### src/rtl/repb_pkg.sv
// shared types and codes of the rpc envelope byte parser
`default_nettype none
package repb_pkg;

	localparam logic [2:0] KIND_NONE     = 3'd0;
	localparam logic [2:0] KIND_TYPE     = 3'd1;
	localparam logic [2:0] KIND_ID       = 3'd2;
	localparam logic [2:0] KIND_ID_FLAG  = 3'd3;
	localparam logic [2:0] KIND_ERR_CODE = 3'd4;
	localparam logic [2:0] KIND_STR_LEN  = 3'd5;
	localparam logic [2:0] KIND_CONTENT  = 3'd6;

	localparam logic [3:0] F_NONE        = 4'd0;
	localparam logic [3:0] F_REQ_ID      = 4'd2;
	localparam logic [3:0] F_REQ_METHOD  = 4'd3;
	localparam logic [3:0] F_REQ_PARAMS  = 4'd4;
	localparam logic [3:0] F_NOTE_METHOD = 4'd5;
	localparam logic [3:0] F_NOTE_PARAMS = 4'd6;
	localparam logic [3:0] F_RESP_ID     = 4'd7;
	localparam logic [3:0] F_RESP_RESULT = 4'd8;
	localparam logic [3:0] F_ERR_ID_FLAG = 4'd9;
	localparam logic [3:0] F_ERR_ID      = 4'd10;
	localparam logic [3:0] F_ERR_CODE    = 4'd11;
	localparam logic [3:0] F_ERR_MSG     = 4'd12;
	localparam logic [3:0] F_ERR_DATA    = 4'd13;

	localparam logic [3:0] ST_OK       = 4'd0;
	localparam logic [3:0] ST_UNKNOWN  = 4'd1;
	localparam logic [3:0] ST_TRAILING = 4'd14;

	typedef struct packed {
		logic [2:0]  kind;
		logic [3:0]  fcode;
		logic [63:0] value;
		logic        done;
		logic [3:0]  status;
	} rec_t;

endpackage
`default_nettype wire

### src/rtl/rpc_envelope_byte_parser.sv
// Byte-serial parser for one rpc envelope per message: type byte, little-endian ids and
// codes, and LEB128 length-prefixed strings. One byte is accepted every cycle while full
// is low; each byte gives at most one result beat, and the final byte always gives one,
// carrying done_res and the status. A result passes through the record queue and then
// the output register before it appears on the output ports. The rate is set by the
// parse step of the front part (64-bit length accumulate and content countdown); a
// QUEUE_DEPTH-entry record queue and an output register decouple it from the result
// side.
`default_nettype none
module rpc_envelope_byte_parser import repb_pkg::*; #(
	parameter int QUEUE_DEPTH = 4
) (
	input  wire logic        clk,
	input  wire logic        arst_n,
	input  wire logic        push,
	output logic             full,
	input  wire logic [7:0]  in_byte,
	input  wire logic        last,
	output logic             empty,
	input  wire logic        pop,
	output logic [2:0]       kind,
	output logic [2:0]       section,
	output logic [63:0]      field_value,
	output logic             done_res,
	output logic [3:0]       status
);

	rec_t rec;
	rec_t head;
	logic rec_we;
	logic head_valid;
	logic head_pop;

	repb_front u_front (
		.clk     (clk),
		.arst_n  (arst_n),
		.push    (push),
		.in_byte (in_byte),
		.last    (last),
		.q_full  (full),
		.rec_we  (rec_we),
		.rec     (rec)
	);

	repb_queue #(
		.DEPTH (QUEUE_DEPTH)
	) u_queue (
		.clk      (clk),
		.arst_n   (arst_n),
		.wr_en    (rec_we),
		.wr_data  (rec),
		.full     (full),
		.rd_en    (head_pop),
		.rd_data  (head),
		.rd_valid (head_valid)
	);

	repb_back u_back (
		.clk         (clk),
		.arst_n      (arst_n),
		.head        (head),
		.head_valid  (head_valid),
		.head_pop    (head_pop),
		.pop         (pop),
		.empty       (empty),
		.kind        (kind),
		.section     (section),
		.field_value (field_value),
		.done_res    (done_res),
		.status      (status)
	);

endmodule
`default_nettype wire

### src/rtl/repb_front.sv
// front part: envelope walk, one byte per cycle while the queue is not full, emits raw result records
`default_nettype none
module repb_front import repb_pkg::*; (
	input  wire logic       clk,
	input  wire logic       arst_n,
	input  wire logic       push,
	input  wire logic [7:0] in_byte,
	input  wire logic       last,
	input  wire logic       q_full,
	output logic            rec_we,
	output rec_t            rec
);

	localparam logic [2:0] PH_TYPE    = 3'd0;
	localparam logic [2:0] PH_FIELD   = 3'd1;
	localparam logic [2:0] PH_CONTENT = 3'd2;
	localparam logic [2:0] PH_DONE    = 3'd3;
	localparam logic [2:0] PH_DRAIN   = 3'd4;

	localparam logic [3:0] MT_REQ  = 4'd1;
	localparam logic [3:0] MT_NOTE = 4'd2;
	localparam logic [3:0] MT_RESP = 4'd3;
	localparam logic [3:0] MT_ERR  = 4'd4;

	function automatic logic [3:0] next_of(input logic [3:0] code);
		logic [3:0] n;
		unique case (code)
			F_REQ_ID:      n = F_REQ_METHOD;
			F_REQ_METHOD:  n = F_REQ_PARAMS;
			F_NOTE_METHOD: n = F_NOTE_PARAMS;
			F_RESP_ID:     n = F_RESP_RESULT;
			F_ERR_ID:      n = F_ERR_CODE;
			F_ERR_CODE:    n = F_ERR_MSG;
			F_ERR_MSG:     n = F_ERR_DATA;
			default:       n = F_NONE;
		endcase
		return n;
	endfunction

	function automatic logic [3:0] first_of(input logic [7:0] t);
		logic [3:0] n;
		unique case (t[3:0])
			MT_REQ:  n = F_REQ_ID;
			MT_NOTE: n = F_NOTE_METHOD;
			MT_RESP: n = F_RESP_ID;
			MT_ERR:  n = F_ERR_ID_FLAG;
			default: n = F_NONE;
		endcase
		return n;
	endfunction

	logic [2:0]  phase_q, phase_d;
	logic [3:0]  field_q, field_d;
	logic [3:0]  bcount_q, bcount_d;
	logic [63:0] acc_q, acc_d;
	logic [6:0]  vshift_q, vshift_d;
	logic [63:0] left_q, left_d;
	logic [3:0]  fault_q, fault_d;

	logic        have;
	logic [2:0]  r_kind;
	logic [63:0] r_value;
	logic        take;

	assign take = push && !q_full;

	always_comb begin
		logic [63:0] acc_n;
		logic [3:0]  nf;
		phase_d  = phase_q;
		field_d  = field_q;
		bcount_d = bcount_q;
		acc_d    = acc_q;
		vshift_d = vshift_q;
		left_d   = left_q;
		fault_d  = fault_q;
		have     = 1'b0;
		r_kind   = KIND_NONE;
		r_value  = '0;
		acc_n    = '0;
		nf       = F_NONE;
		unique case (phase_q)
			PH_TYPE: begin
				have    = 1'b1;
				r_kind  = KIND_TYPE;
				r_value = {56'd0, in_byte};
				if (in_byte >= 8'd1 && in_byte <= 8'd4) begin
					nf = first_of(in_byte);
				end else begin
					fault_d = ST_UNKNOWN;
					phase_d = PH_DRAIN;
				end
			end
			PH_FIELD: begin
				if (field_q == F_REQ_ID || field_q == F_RESP_ID || field_q == F_ERR_ID) begin
					acc_n    = acc_q | ({56'd0, in_byte} << {bcount_q[2:0], 3'b000});
					acc_d    = acc_n;
					bcount_d = bcount_q + 4'd1;
					if (bcount_q >= 4'd7) begin
						have    = 1'b1;
						r_kind  = KIND_ID;
						r_value = acc_n;
						nf      = next_of(field_q);
					end
				end else if (field_q == F_ERR_ID_FLAG) begin
					have    = 1'b1;
					r_kind  = KIND_ID_FLAG;
					r_value = {56'd0, in_byte};
					nf      = (in_byte != 8'd0) ? F_ERR_ID : F_ERR_CODE;
				end else if (field_q == F_ERR_CODE) begin
					acc_n    = acc_q | ({56'd0, in_byte} << {bcount_q[1:0], 3'b000});
					acc_d    = acc_n;
					bcount_d = bcount_q + 4'd1;
					if (bcount_q >= 4'd3) begin
						have    = 1'b1;
						r_kind  = KIND_ERR_CODE;
						r_value = {32'd0, acc_n[31:0]};
						nf      = next_of(field_q);
					end
				end else begin
					acc_n = acc_q | ({57'd0, in_byte[6:0]} << vshift_q[5:0]);
					acc_d = acc_n;
					if (!in_byte[7]) begin
						have    = 1'b1;
						r_kind  = KIND_STR_LEN;
						r_value = acc_n;
						if (acc_n == 64'd0) begin
							nf = next_of(field_q);
						end else begin
							left_d  = acc_n;
							phase_d = PH_CONTENT;
						end
					end else begin
						vshift_d = vshift_q + 7'd7;
						if (vshift_d >= 7'd64) begin
							fault_d = field_q;
							phase_d = PH_DRAIN;
						end
					end
				end
			end
			PH_CONTENT: begin
				if (field_q != F_ERR_DATA) begin
					have    = 1'b1;
					r_kind  = KIND_CONTENT;
					r_value = {56'd0, in_byte};
				end
				left_d = left_q - 64'd1;
				if (left_q == 64'd1) begin
					nf = next_of(field_q);
				end
			end
			PH_DONE: begin
				fault_d = ST_TRAILING;
				phase_d = PH_DRAIN;
			end
			default: begin
			end
		endcase
		// a field boundary, either from the type byte or a finished field
		if ((phase_q == PH_TYPE && phase_d != PH_DRAIN)
				|| (phase_q == PH_FIELD && have && phase_d == PH_FIELD)
				|| (phase_q == PH_CONTENT && left_q == 64'd1)) begin
			field_d  = nf;
			bcount_d = '0;
			acc_d    = '0;
			vshift_d = '0;
			left_d   = '0;
			phase_d  = (nf == F_NONE) ? PH_DONE : PH_FIELD;
		end
	end

	always_comb begin
		rec.kind   = r_kind;
		rec.fcode  = field_q;
		rec.value  = r_value;
		rec.done   = last;
		rec.status = ST_OK;
		if (last) begin
			if (fault_d != ST_OK) begin
				rec.status = fault_d;
			end else if (phase_d == PH_DONE) begin
				rec.status = ST_OK;
			end else begin
				rec.status = field_d;
			end
		end
		rec_we = take && (have || last);
	end

	always_ff @(posedge clk or negedge arst_n) begin
		if (!arst_n) begin
			phase_q  <= PH_TYPE;
			field_q  <= F_NONE;
			bcount_q <= '0;
			acc_q    <= '0;
			vshift_q <= '0;
			left_q   <= '0;
			fault_q  <= ST_OK;
		end else if (take) begin
			if (last) begin
				phase_q  <= PH_TYPE;
				field_q  <= F_NONE;
				bcount_q <= '0;
				acc_q    <= '0;
				vshift_q <= '0;
				left_q   <= '0;
				fault_q  <= ST_OK;
			end else begin
				phase_q  <= phase_d;
				field_q  <= field_d;
				bcount_q <= bcount_d;
				acc_q    <= acc_d;
				vshift_q <= vshift_d;
				left_q   <= left_d;
				fault_q  <= fault_d;
			end
		end
	end

endmodule
`default_nettype wire

### src/rtl/repb_queue.sv
// short record queue between front and back parts
`default_nettype none
module repb_queue import repb_pkg::*; #(
	parameter int DEPTH = 4
) (
	input  wire logic clk,
	input  wire logic arst_n,
	input  wire logic wr_en,
	input  wire rec_t wr_data,
	output logic      full,
	input  wire logic rd_en,
	output rec_t      rd_data,
	output logic      rd_valid
);

	localparam int AW = (DEPTH > 1) ? $clog2(DEPTH) : 1;
	localparam int CW = $clog2(DEPTH + 1);

	rec_t          mem_q [DEPTH];
	logic [AW-1:0] wptr_q;
	logic [AW-1:0] rptr_q;
	logic [CW-1:0] count_q;
	logic          do_wr;
	logic          do_rd;

	assign full     = (count_q == CW'(DEPTH));
	assign rd_valid = (count_q != '0);
	assign rd_data  = mem_q[rptr_q];
	assign do_wr    = wr_en && !full;
	assign do_rd    = rd_en && rd_valid;

	always_ff @(posedge clk) begin
		if (do_wr) begin
			mem_q[wptr_q] <= wr_data;
		end
	end

	always_ff @(posedge clk or negedge arst_n) begin
		if (!arst_n) begin
			wptr_q  <= '0;
			rptr_q  <= '0;
			count_q <= '0;
		end else begin
			if (do_wr) begin
				wptr_q <= (wptr_q == AW'(DEPTH - 1)) ? '0 : wptr_q + AW'(1);
			end
			if (do_rd) begin
				rptr_q <= (rptr_q == AW'(DEPTH - 1)) ? '0 : rptr_q + AW'(1);
			end
			unique case ({do_wr, do_rd})
				2'b10:   count_q <= count_q + CW'(1);
				2'b01:   count_q <= count_q - CW'(1);
				default: count_q <= count_q;
			endcase
		end
	end

endmodule
`default_nettype wire

### src/rtl/repb_back.sv
// back part: section lookup, code sign extension and the output register
`default_nettype none
module repb_back import repb_pkg::*; (
	input  wire logic        clk,
	input  wire logic        arst_n,
	input  wire rec_t        head,
	input  wire logic        head_valid,
	output logic             head_pop,
	input  wire logic        pop,
	output logic             empty,
	output logic [2:0]       kind,
	output logic [2:0]       section,
	output logic [63:0]      field_value,
	output logic             done_res,
	output logic [3:0]       status
);

	function automatic logic [2:0] section_of(input logic [3:0] code);
		logic [2:0] s;
		unique case (code)
			F_REQ_METHOD, F_NOTE_METHOD: s = 3'd0;
			F_REQ_PARAMS, F_NOTE_PARAMS: s = 3'd1;
			F_RESP_RESULT:               s = 3'd2;
			F_ERR_MSG:                   s = 3'd3;
			F_ERR_DATA:                  s = 3'd4;
			default:                     s = 3'd0;
		endcase
		return s;
	endfunction

	logic        valid_q;
	logic [2:0]  kind_q;
	logic [2:0]  section_q;
	logic [63:0] value_q;
	logic        done_q;
	logic [3:0]  status_q;

	assign head_pop    = head_valid && (!valid_q || pop);
	assign empty       = !valid_q;
	assign kind        = kind_q;
	assign section     = section_q;
	assign field_value = value_q;
	assign done_res    = done_q;
	assign status      = status_q;

	always_ff @(posedge clk or negedge arst_n) begin
		if (!arst_n) begin
			valid_q <= 1'b0;
		end else if (head_pop) begin
			valid_q <= 1'b1;
		end else if (pop) begin
			valid_q <= 1'b0;
		end
	end

	always_ff @(posedge clk) begin
		if (head_pop) begin
			kind_q   <= head.kind;
			done_q   <= head.done;
			status_q <= head.status;
			if (head.kind == KIND_STR_LEN || head.kind == KIND_CONTENT) begin
				section_q <= section_of(head.fcode);
			end else begin
				section_q <= 3'd0;
			end
			if (head.kind == KIND_ERR_CODE) begin
				value_q <= {{32{head.value[31]}}, head.value[31:0]};
			end else begin
				value_q <= head.value;
			end
		end
	end

endmodule
`default_nettype wire
### config.mk
export PLATFORM = sky130hd
export DESIGN_NAME = rpc_envelope_byte_parser
export DESIGN_NICKNAME = d
export VERILOG_FILES = /design/src/rtl/repb_pkg.sv /design/src/rtl/rpc_envelope_byte_parser.sv /design/src/rtl/repb_front.sv /design/src/rtl/repb_queue.sv /design/src/rtl/repb_back.sv
export SDC_FILE = /design/constraint.sdc
export NUM_CORES = 1
export LEC_CHECK = 0
export ABC_AREA = 1
export BUFFER_PORTS_ARGS = -buffer_cell sky130_fd_sc_hd__buf_2
export CAP_MARGIN = 20
export CORE_AREA = 2 2 226 228
export DETAILED_ROUTE_END_ITERATION = 6
export DIE_AREA = 0 0 228 230
export MAX_ROUTING_LAYER = met4
export PLACE_DENSITY_LB_ADDON = 0.15
export SLEW_MARGIN = 20
export SYNTH_ARGS = -nofsm -noshare
export SYNTH_HDL_FRONTEND = slang
export SYNTH_SLANG_ARGS = --single-unit
### constraint.sdc
create_clock -name clk -period 11.6 [get_ports clk]
set_clock_uncertainty 0.1 [all_clocks]
set_input_delay 1.74 -clock clk [delete_from_list [all_inputs] [get_ports clk]]
set_output_delay 1.74 -clock clk [all_outputs]
set_load 0.005 [all_outputs]
* Word-level counts from Yosys, hierarchy flattened
Memories as Yosys holds them, arrays and structs flattened.
Index checks and enable logic that the tools add are counted.
** Storage, ports and cells
- Register bits after elaboration :: 233
- RAM bits :: 304
- Input port bits :: 13
- Output and inout bits :: 77
- Logic and storage cells :: 211
- Memories :: 1
** Memories
- u_queue.mem_q :: words 4, bits a word 76, read ports 1, clocked after memory_dff 0, wr ports 1, line repb_queue.sv:19 : rec_t mem_q [DEPTH];
** Cells by class
- Add/subtract/negate cells :: 7
- Magnitude comparators :: 5
- Equal/unequal tests :: 42
- Shift operators :: 3
- Multiplexer cells :: 98
- Bitwise logic cells :: 3
- Reduce and logical (&&, ||, !) cells :: 36
** Operators by type and width (number)
- $mux W64 :: 19
- $or A64 B64 Y64 :: 3
- $pmux W64 S3 :: 1
- $pmux W64 S2 :: 1
- $mux W4 :: 27
- $eq A64 B1 Y1 const B :: 1
- $logic_not A64 Y1 :: 1
- $shl A7 B6 Y64 :: 1
- $shl A8 B5 Y64 :: 1
- $shl A8 B6 Y64 :: 1
- $sub A64 B1 Y64 const B :: 1
- $mux W7 :: 7
- $mux W3 :: 15
- $mux W32 :: 1
- $eq A4 B4 Y1 const B :: 7
- $pmux W4 S7 :: 1
- $ne A4 B4 Y1 const B :: 6
- $pmux W4 S3 :: 2
- $pmux W4 S6 :: 1
- $eq A4 B3 Y1 const B :: 5
- $pmux W3 S3 :: 2
- $eq A4 B2 Y1 const B :: 4
- $pmux W4 S4 :: 1
- $eq A3 B3 Y1 const B :: 4
- other kinds (37) :: 81

* Depth between registers and ports, before layout
- Depth after elaboration :: 18
- Mapped depth :: 25
- Depth with buffers taken out :: 23

* By module
Synthesis repeated with hierarchy kept, for this count alone.
** Unflattened totals
- Cell total of the unflattened synthesis :: 3481
- Area, all modules :: 29111.7 um^2
** Modules (own cells, without submodules)
- repb_front :: times used 1, cells an instance 2366, area an instance 13769.5 um^2, sequential area each 3753.6 um^2
- repb_queue :: times used 1, cells an instance 947, area an instance 12623.4 um^2, sequential area each 9303.9 um^2
- repb_back :: times used 1, cells an instance 168, area an instance 2718.9 um^2, sequential area each 2277.2 um^2

* Worst setup path before layout
OpenSTA, ideal clock, no wires.
- Path type :: input to register
- Start point :: input pop
- End point :: register u_queue.count_q[2]
- Library setup time :: 131 ps
- Data arrival time :: 7157 ps
- Required time :: 11369 ps
- Slack :: 4212 ps
- Stages :: 8
- Buffers on the path :: 0
- Cells stage by stage :: nor2_1 a31oi_1 ha_1 inv_1 fa_1 a21oi_1 o21ai_0 xor2_1
** Between the ends
- Cells in the longest elaborated chain, start to end :: 5
- Elaborated cells between the ends (all ways) :: 7
- Those cells by class :: 2 x eq/ne; 1 x mux; 4 x reduce/logical
** Ends and longest elaborated chain
- start: declaration :: line rpc_envelope_byte_parser.sv:20 : input wire logic pop,
- $logic_or A1 B1 Y1 * :: line repb_back.sv:38 : assign head_pop = head_valid && (!valid_q || pop);
- $logic_and A1 B1 Y1 * :: line repb_back.sv:38
- named net head_pop :: line rpc_envelope_byte_parser.sv:32 : logic head_pop;
- $logic_and A1 B1 Y1 * :: line repb_queue.sv:30 : assign do_rd = rd_en && rd_valid;
- $eq A2 B1 Y1 or $eq A2 B2 Y1 (tied branches) :: line repb_queue.sv:50 : unique case ({do_wr, do_rd})
- $pmux W3 S2 or $reduce_bool A2 Y1 (tied branches)
- end signal: assignment :: line repb_queue.sv:51 : 2'b10: count_q <= count_q + CW'(1);
- end signal: assignment :: line repb_queue.sv:52 : 2'b01: count_q <= count_q - CW'(1);
- end signal: assignment :: line repb_queue.sv:53 : default: count_q <= count_q;
- end: declaration :: line repb_queue.sv:22 : logic [CW-1:0] count_q;
The timed path passes the listed nets; every way through them passes the cells marked *.
A chain may end at the register's enable or synchronous reset.

* Worst setup path in the final report
- Start point :: input in_byte[4]
- End point :: register u_front.left_q[37]
** Between the ends
- Cells in the longest elaborated chain, start to end :: 15
- Elaborated cells between the ends (all ways) :: 34
- Those cells by class :: 2 x order compare; 7 x eq/ne; 1 x shift; 15 x mux; 1 x bitwise; 8 x reduce/logical
** Ends and longest elaborated chain
- start: declaration :: line rpc_envelope_byte_parser.sv:17 : input wire logic [7:0] in_byte,
- $shl A7 B6 Y64 :: line repb_front.sv:121 : acc_n = acc_q | ({57'd0, in_byte[6:0]} << vshift_q[5:0]);
- $or A64 B64 Y64 :: line repb_front.sv:121
- $logic_not A64 Y1 :: line repb_front.sv:127 : if (acc_n == 64'd0) begin
- $mux W3 :: line repb_front.sv:127
- $mux W3 :: line repb_front.sv:123 : if (!in_byte[7]) begin
- $mux W3 :: line repb_front.sv:110 : end else if (field_q == F_ERR_CODE) begin
- $mux W3 :: line repb_front.sv:105 : end else if (field_q == F_ERR_ID_FLAG) begin
- $mux W3 :: line repb_front.sv:95 : if (field_q == F_REQ_ID || field_q == F_RESP_ID || field_q == F_ERR_ID) begin
- $pmux W3 S3 :: line repb_front.sv:82 : unique case (phase_q)
- $ne A3 B3 Y1 or $eq A3 B1 Y1 (tied branches) :: line repb_front.sv:161, repb_front.sv:162
- $logic_and A1 B1 Y1, on equally long branches :: line repb_front.sv:161, repb_front.sv:162
- $logic_or A1 B1 Y1 :: line repb_front.sv:162 : || (phase_q == PH_FIELD && have && phase_d == PH_FIELD)
- $logic_or A1 B1 Y1 :: line repb_front.sv:163 : || (phase_q == PH_CONTENT && left_q == 64'd1)) begin
- $ne A4 B4 Y1 (no line), or another cell as far along
- $reduce_and A7 Y1 (no line) or $mux W64 (tied branches)
- end signal: assignment :: line repb_front.sv:215 : left_q <= left_d;
- end: declaration :: line repb_front.sv:57 : logic [63:0] left_q, left_d;
Several ways; a longest one is shown, not always the timed one. The select of a mux whose other input is x is not followed.

==> results by group <==
Outcome
  – Result of the run: finished clean

Critical path
  – Arrival time of the worst setup path: 6.29 ns
  – R2R Path End: u_front.left_q[37]
  – Slowest stage delay, CP: 0.57 ns
  – Setup slack on the worst flop-to-flop path: 5.83 ns
  – Reg-to-reg critical path startpoint: u_front.phase_q[2]
  – Crit Path Category: in2reg
  – Family with the most delay on the worst path: simple AND/OR/NAND/NOR gates
  – Worst setup SP type: input pin
  – Dominant cell type by count on the critical path: sky130_fd_sc_hd__nand2_1
  – Cells on worst reg2reg path: 16
  – Buf+Inv Stages, Crit Path: 3
  – Required time of the critical path: 11.98 ns
  – Slowest-stage cell, CP: sky130_fd_sc_hd__buf_4
  – Type of destination of the critical path: flop
  – Worst-path fanout max: 51
  – Sequence of cells on the critical path: buf_2 > nand2_1 > nand3_1 > nand3_1 > nand2_2 > nand3_1 > o21ai_1 > nor2_1 > nand2_1 > nor2_1 > nand2_1 > nor2_2 > nand2_2 > nand2_2 > nand3_2 > nand3_4 > buf_4 > nand2_8 > nand2_4 > inv_2 > nand2_1 > nand2_1

STA
  – Post-route clock period utilization: 51.0%
  – Least setup slack across all paths after layout: 5.68 ns
  – Max Freq: 0.169 GHz
  – Setup Viol. Count Final: 0
  – RSZ-0062 raised after global routing: no
  – Count of final max-slew check failures: 0
  – Remaining max-slew budget at the tightest pin: 27.4%
  – Pin slew with the least headroom to its limit: 1.08 ns
  – Final count of hold timing violations: 0
  – Accumulated negative setup slack: 0 ns
  – Period minus WS final: 5.92 ns

Synthesis
  – Number of nets produced by synthesis: 3121
  – Sequential-to-total area share from yosys stat: 56.1%
  – Async set-or-reset flop fraction in the synthesized netlist: 29.4%
  – Flip-flop cell with the highest count after synthesis: sky130_fd_sc_hd__edfxtp_1
  – Fraction of synthesized cell area taken by the top area cell type: 41.6%
  – Synth Instances: 3097
  – Count of distinct cell types in the synthesized netlist: 53
  – Post-synth design cell area: 27300 sq um
  – Syn. warnings: 0
  – Mean cell area of the mapped netlist: 8.83 sq um
  – EDFF count, synth: 379
  – Cell type with the largest total area after synthesis: sky130_fd_sc_hd__edfxtp_1
  – Number of register bits inferred by synthesis: 537
  – Top area cells in the synthesized netlist: sky130_fd_sc_hd__edfxtp_1 (42%), sky130_fd_sc_hd__dfrtp_1 (14%), sky130_fd_sc_hd__nand2_1 (8.4%)

Finish
  – Most used cells in the layout excluding fill and tap cells: sky130_fd_sc_hd__nand2_1 (610), sky130_fd_sc_hd__nor2_1 (397), sky130_fd_sc_hd__edfxtp_1 (379), sky130_fd_sc_hd__inv_1 (315), sky130_fd_sc_hd__o21ai_0 (251)
  – Share of final-layout standard cells stronger than drive strength 1: 8.60%
  – Post-route cell area: 30100 sq um
  – Nets@finish: 3139
  – Share of the core filled with cells: 60.3%
  – Area growth syn-to-layout: 9.90%
  – Most frequent standard cell in the layout excluding fill and tap cells: sky130_fd_sc_hd__nand2_1

GRT
  – Antenna violations before repair: 2
  – First-pass GRT wire length: 133 mm
  – Overall track demand over capacity in global routing: 34.6%
  – Number of global-route vias before repair: 21596
  – Residual overflow from global routing: 0
  – Largest net degree at the start of global routing: 103

Route
  – Sum of routed wire length over all layers: 88.5 mm
  – DRT antenna net count: 0
  – Via count of the routed design: 22942
  – Detailed-router iteration count before antenna repair: 6
  – Routed via count divided by cell count: 5.98
  – Routed wire per std cell: 23.1 um
  – DRT iter0 DRCs: 2736
  – DRC violations left: 0

Placed design
  – Port buffer count: 89
  – Routability congestion estimate from global placement: 1.04
  – Dpl ws: 5.28 ns
  – Placed wire-length estimate after detailed placement: 60.6 mm
  – Post-Place Cell Area: 28200 sq um

Power
  – Max VDD drop: 0.214 mV
  – Lkg Pwr: 0.0126 uW
  – PwrDens: 241 nW/um^2

Flow run
  – Maxcap violations: 0

Clock tree
  – Clock tree from TritonCTS: built
  – Number of hold-repair buffers added at the cts stage: 0
  – Clock net sink count: 537
  – Post-CTS clock slew at the launch and capture registers of the worst setup and hold paths: 0.06 ns
  – CTS Buffer Depth: 3
  – Worst-skew pair later-pin latency: 0.63 ns
  – Number of buffers inserted to repair setup after CTS: 0
  – Number of clock buffers inserted by TritonCTS: 55
  – Quantity of gates resized following cts: 0
  – Htree depth: 2
  – Library cell used as clock root buffer: sky130_fd_sc_hd__clkbuf_16

Floorplanning
  – Die height: 230 um
  – DIE WIDTH: 228 um
  – Placement Rows: 82
  – Ports placed on the boundary: 90
  – Initial standard-cell utilization of the core: 54.8%
  – Area of the placeable core: 49900 sq um
  – Die Footprint: 52400 sq um

Hold path
  – Min-Delay Startpoint: u_front.left_q[19]
  – WHS Path Cells: 2
  – Worst hold-check path type: reg2reg
  – End point of the worst hold path: u_front.left_q[19]
[report_power, final]
group | internal (uW) | leakage (uW) | switching, uW
clock network | 1060 | 0.000880 | 759
registers | 2610 | 0.00576 | 167
logic | 732 | 0.00598 | 1910
total | 4400 | 0.0126 | 2840
[worst reg2reg max path: stages (launching register included)]
cell and delay [ns]:
sky130_fd_sc_hd__dfrtp_1 0.42, sky130_fd_sc_hd__nor2_1 0.19, sky130_fd_sc_hd__inv_1 0.14, sky130_fd_sc_hd__nor2_4 0.68, sky130_fd_sc_hd__buf_4 0.85, sky130_fd_sc_hd__nand3_1 0.16
sky130_fd_sc_hd__nor4_1 0.23, sky130_fd_sc_hd__nand3_1 0.47, sky130_fd_sc_hd__nand2_1 0.20, sky130_fd_sc_hd__inv_1 0.11, sky130_fd_sc_hd__nand3_4 0.09, sky130_fd_sc_hd__buf_4 0.57
sky130_fd_sc_hd__nand2_8 0.25, sky130_fd_sc_hd__nand2_4 0.50, sky130_fd_sc_hd__inv_2 0.46, sky130_fd_sc_hd__nand2_1 0.17, sky130_fd_sc_hd__nand2_1 0.07
[state kept, by name, indices dropped and copies added, names as in the netlist, 3 cells and up]
| name | count |
|---|---|
| u_front.vshift_q | 7 |
| u_back.kind | 3 |
| u_queue.count_q | 3 |
| u_queue.mem_q | 304 |
| u_back.field_value | 64 |
| u_front.phase_q | 3 |
| u_front.acc_q | 64 |
| u_front.field_q | 4 |
| u_back.status | 4 |
| u_front.left_q | 64 |
| u_back.section | 3 |
| u_front.fault_q | 4 |
| u_front.bcount_q | 4 |
[layer usage]
metal / routed length (um) / part of all wire, % / track usage (%) / vias up
met5: 0 / 0 / - / -
met4: 3800 / 4.3 / 13.6 / 0
met3: 7810 / 8.8 / 6.63 / 177
met2: 39100 / 44 / 50.7 / 1078
met1: 37900 / 43 / 47.9 / 11119
li1: - / - / - / 10568
[metrics by stage]
stage | hold WS (ns) | total power (uW) | instances
floorplan | 0.364 | 4500 | 3097
global placement | 0.389 | 5360 | 3730
detailed placement | 0.388 | 5410 | 3730
CTS | 0.403 | 7230 | 3833
global route | 0.421 | 7640 | 3835
finish | 0.402 | 7230 | 3835
[kinds of logic after synthesis]
| kind of cell | count (synthesis) | share of synthesized area [%] |
|---|---|---|
| flip-flops | 537 | 56.1 |
| AND/OR/NAND/NOR | 1298 | 20.0 |
| XOR/XNOR | 40 | 1.28 |
| adder cells (fa/ha/maj) | 11 | 0.531 |
| AO/OA/AOI/OAI | 715 | 14.7 |
| buffers and inverters | 496 | 7.42 |
[synthesized netlist by cell type (all sizes together) (9+ instances only)]
library cell / n
dfrtp: 158
ha: 10
clkbuf: 107
nand4: 41
edfxtp: 379
o21ai: 339
a21oi: 187
nor2: 415
nand2: 620
inv: 327
nor4: 9
buf: 57
nor3: 28
xor2: 32
nand3: 173
o22ai: 67
o211ai: 74
[worst max-delay path by stage]
stage | from | endpoint | cells after the start
floorplan | pop | u_queue.count_q[2] | 8
global placement | in_byte[4] | u_front.left_q[45] | 22
detailed placement | in_byte[4] | u_front.left_q[37] | 22
CTS | in_byte[4] | u_front.left_q[37] | 22
global route | in_byte[4] | u_front.left_q[45] | 22
finish | in_byte[4] | u_front.left_q[37] | 22
[area by class of cell]
class	count	area, sq um
Sequential cell	537	15300
Timing Repair Buffer	125	724
Clock inverter	27	368
Multi-Input combinational cell	2064	10000
Antenna cell	2	5.00
Tap cell	672	841
Fill cell	4344	19800
Clock buffer	76	1490
Inverter	332	1250
No activity file was read; power rests on OpenSTA's default activity.
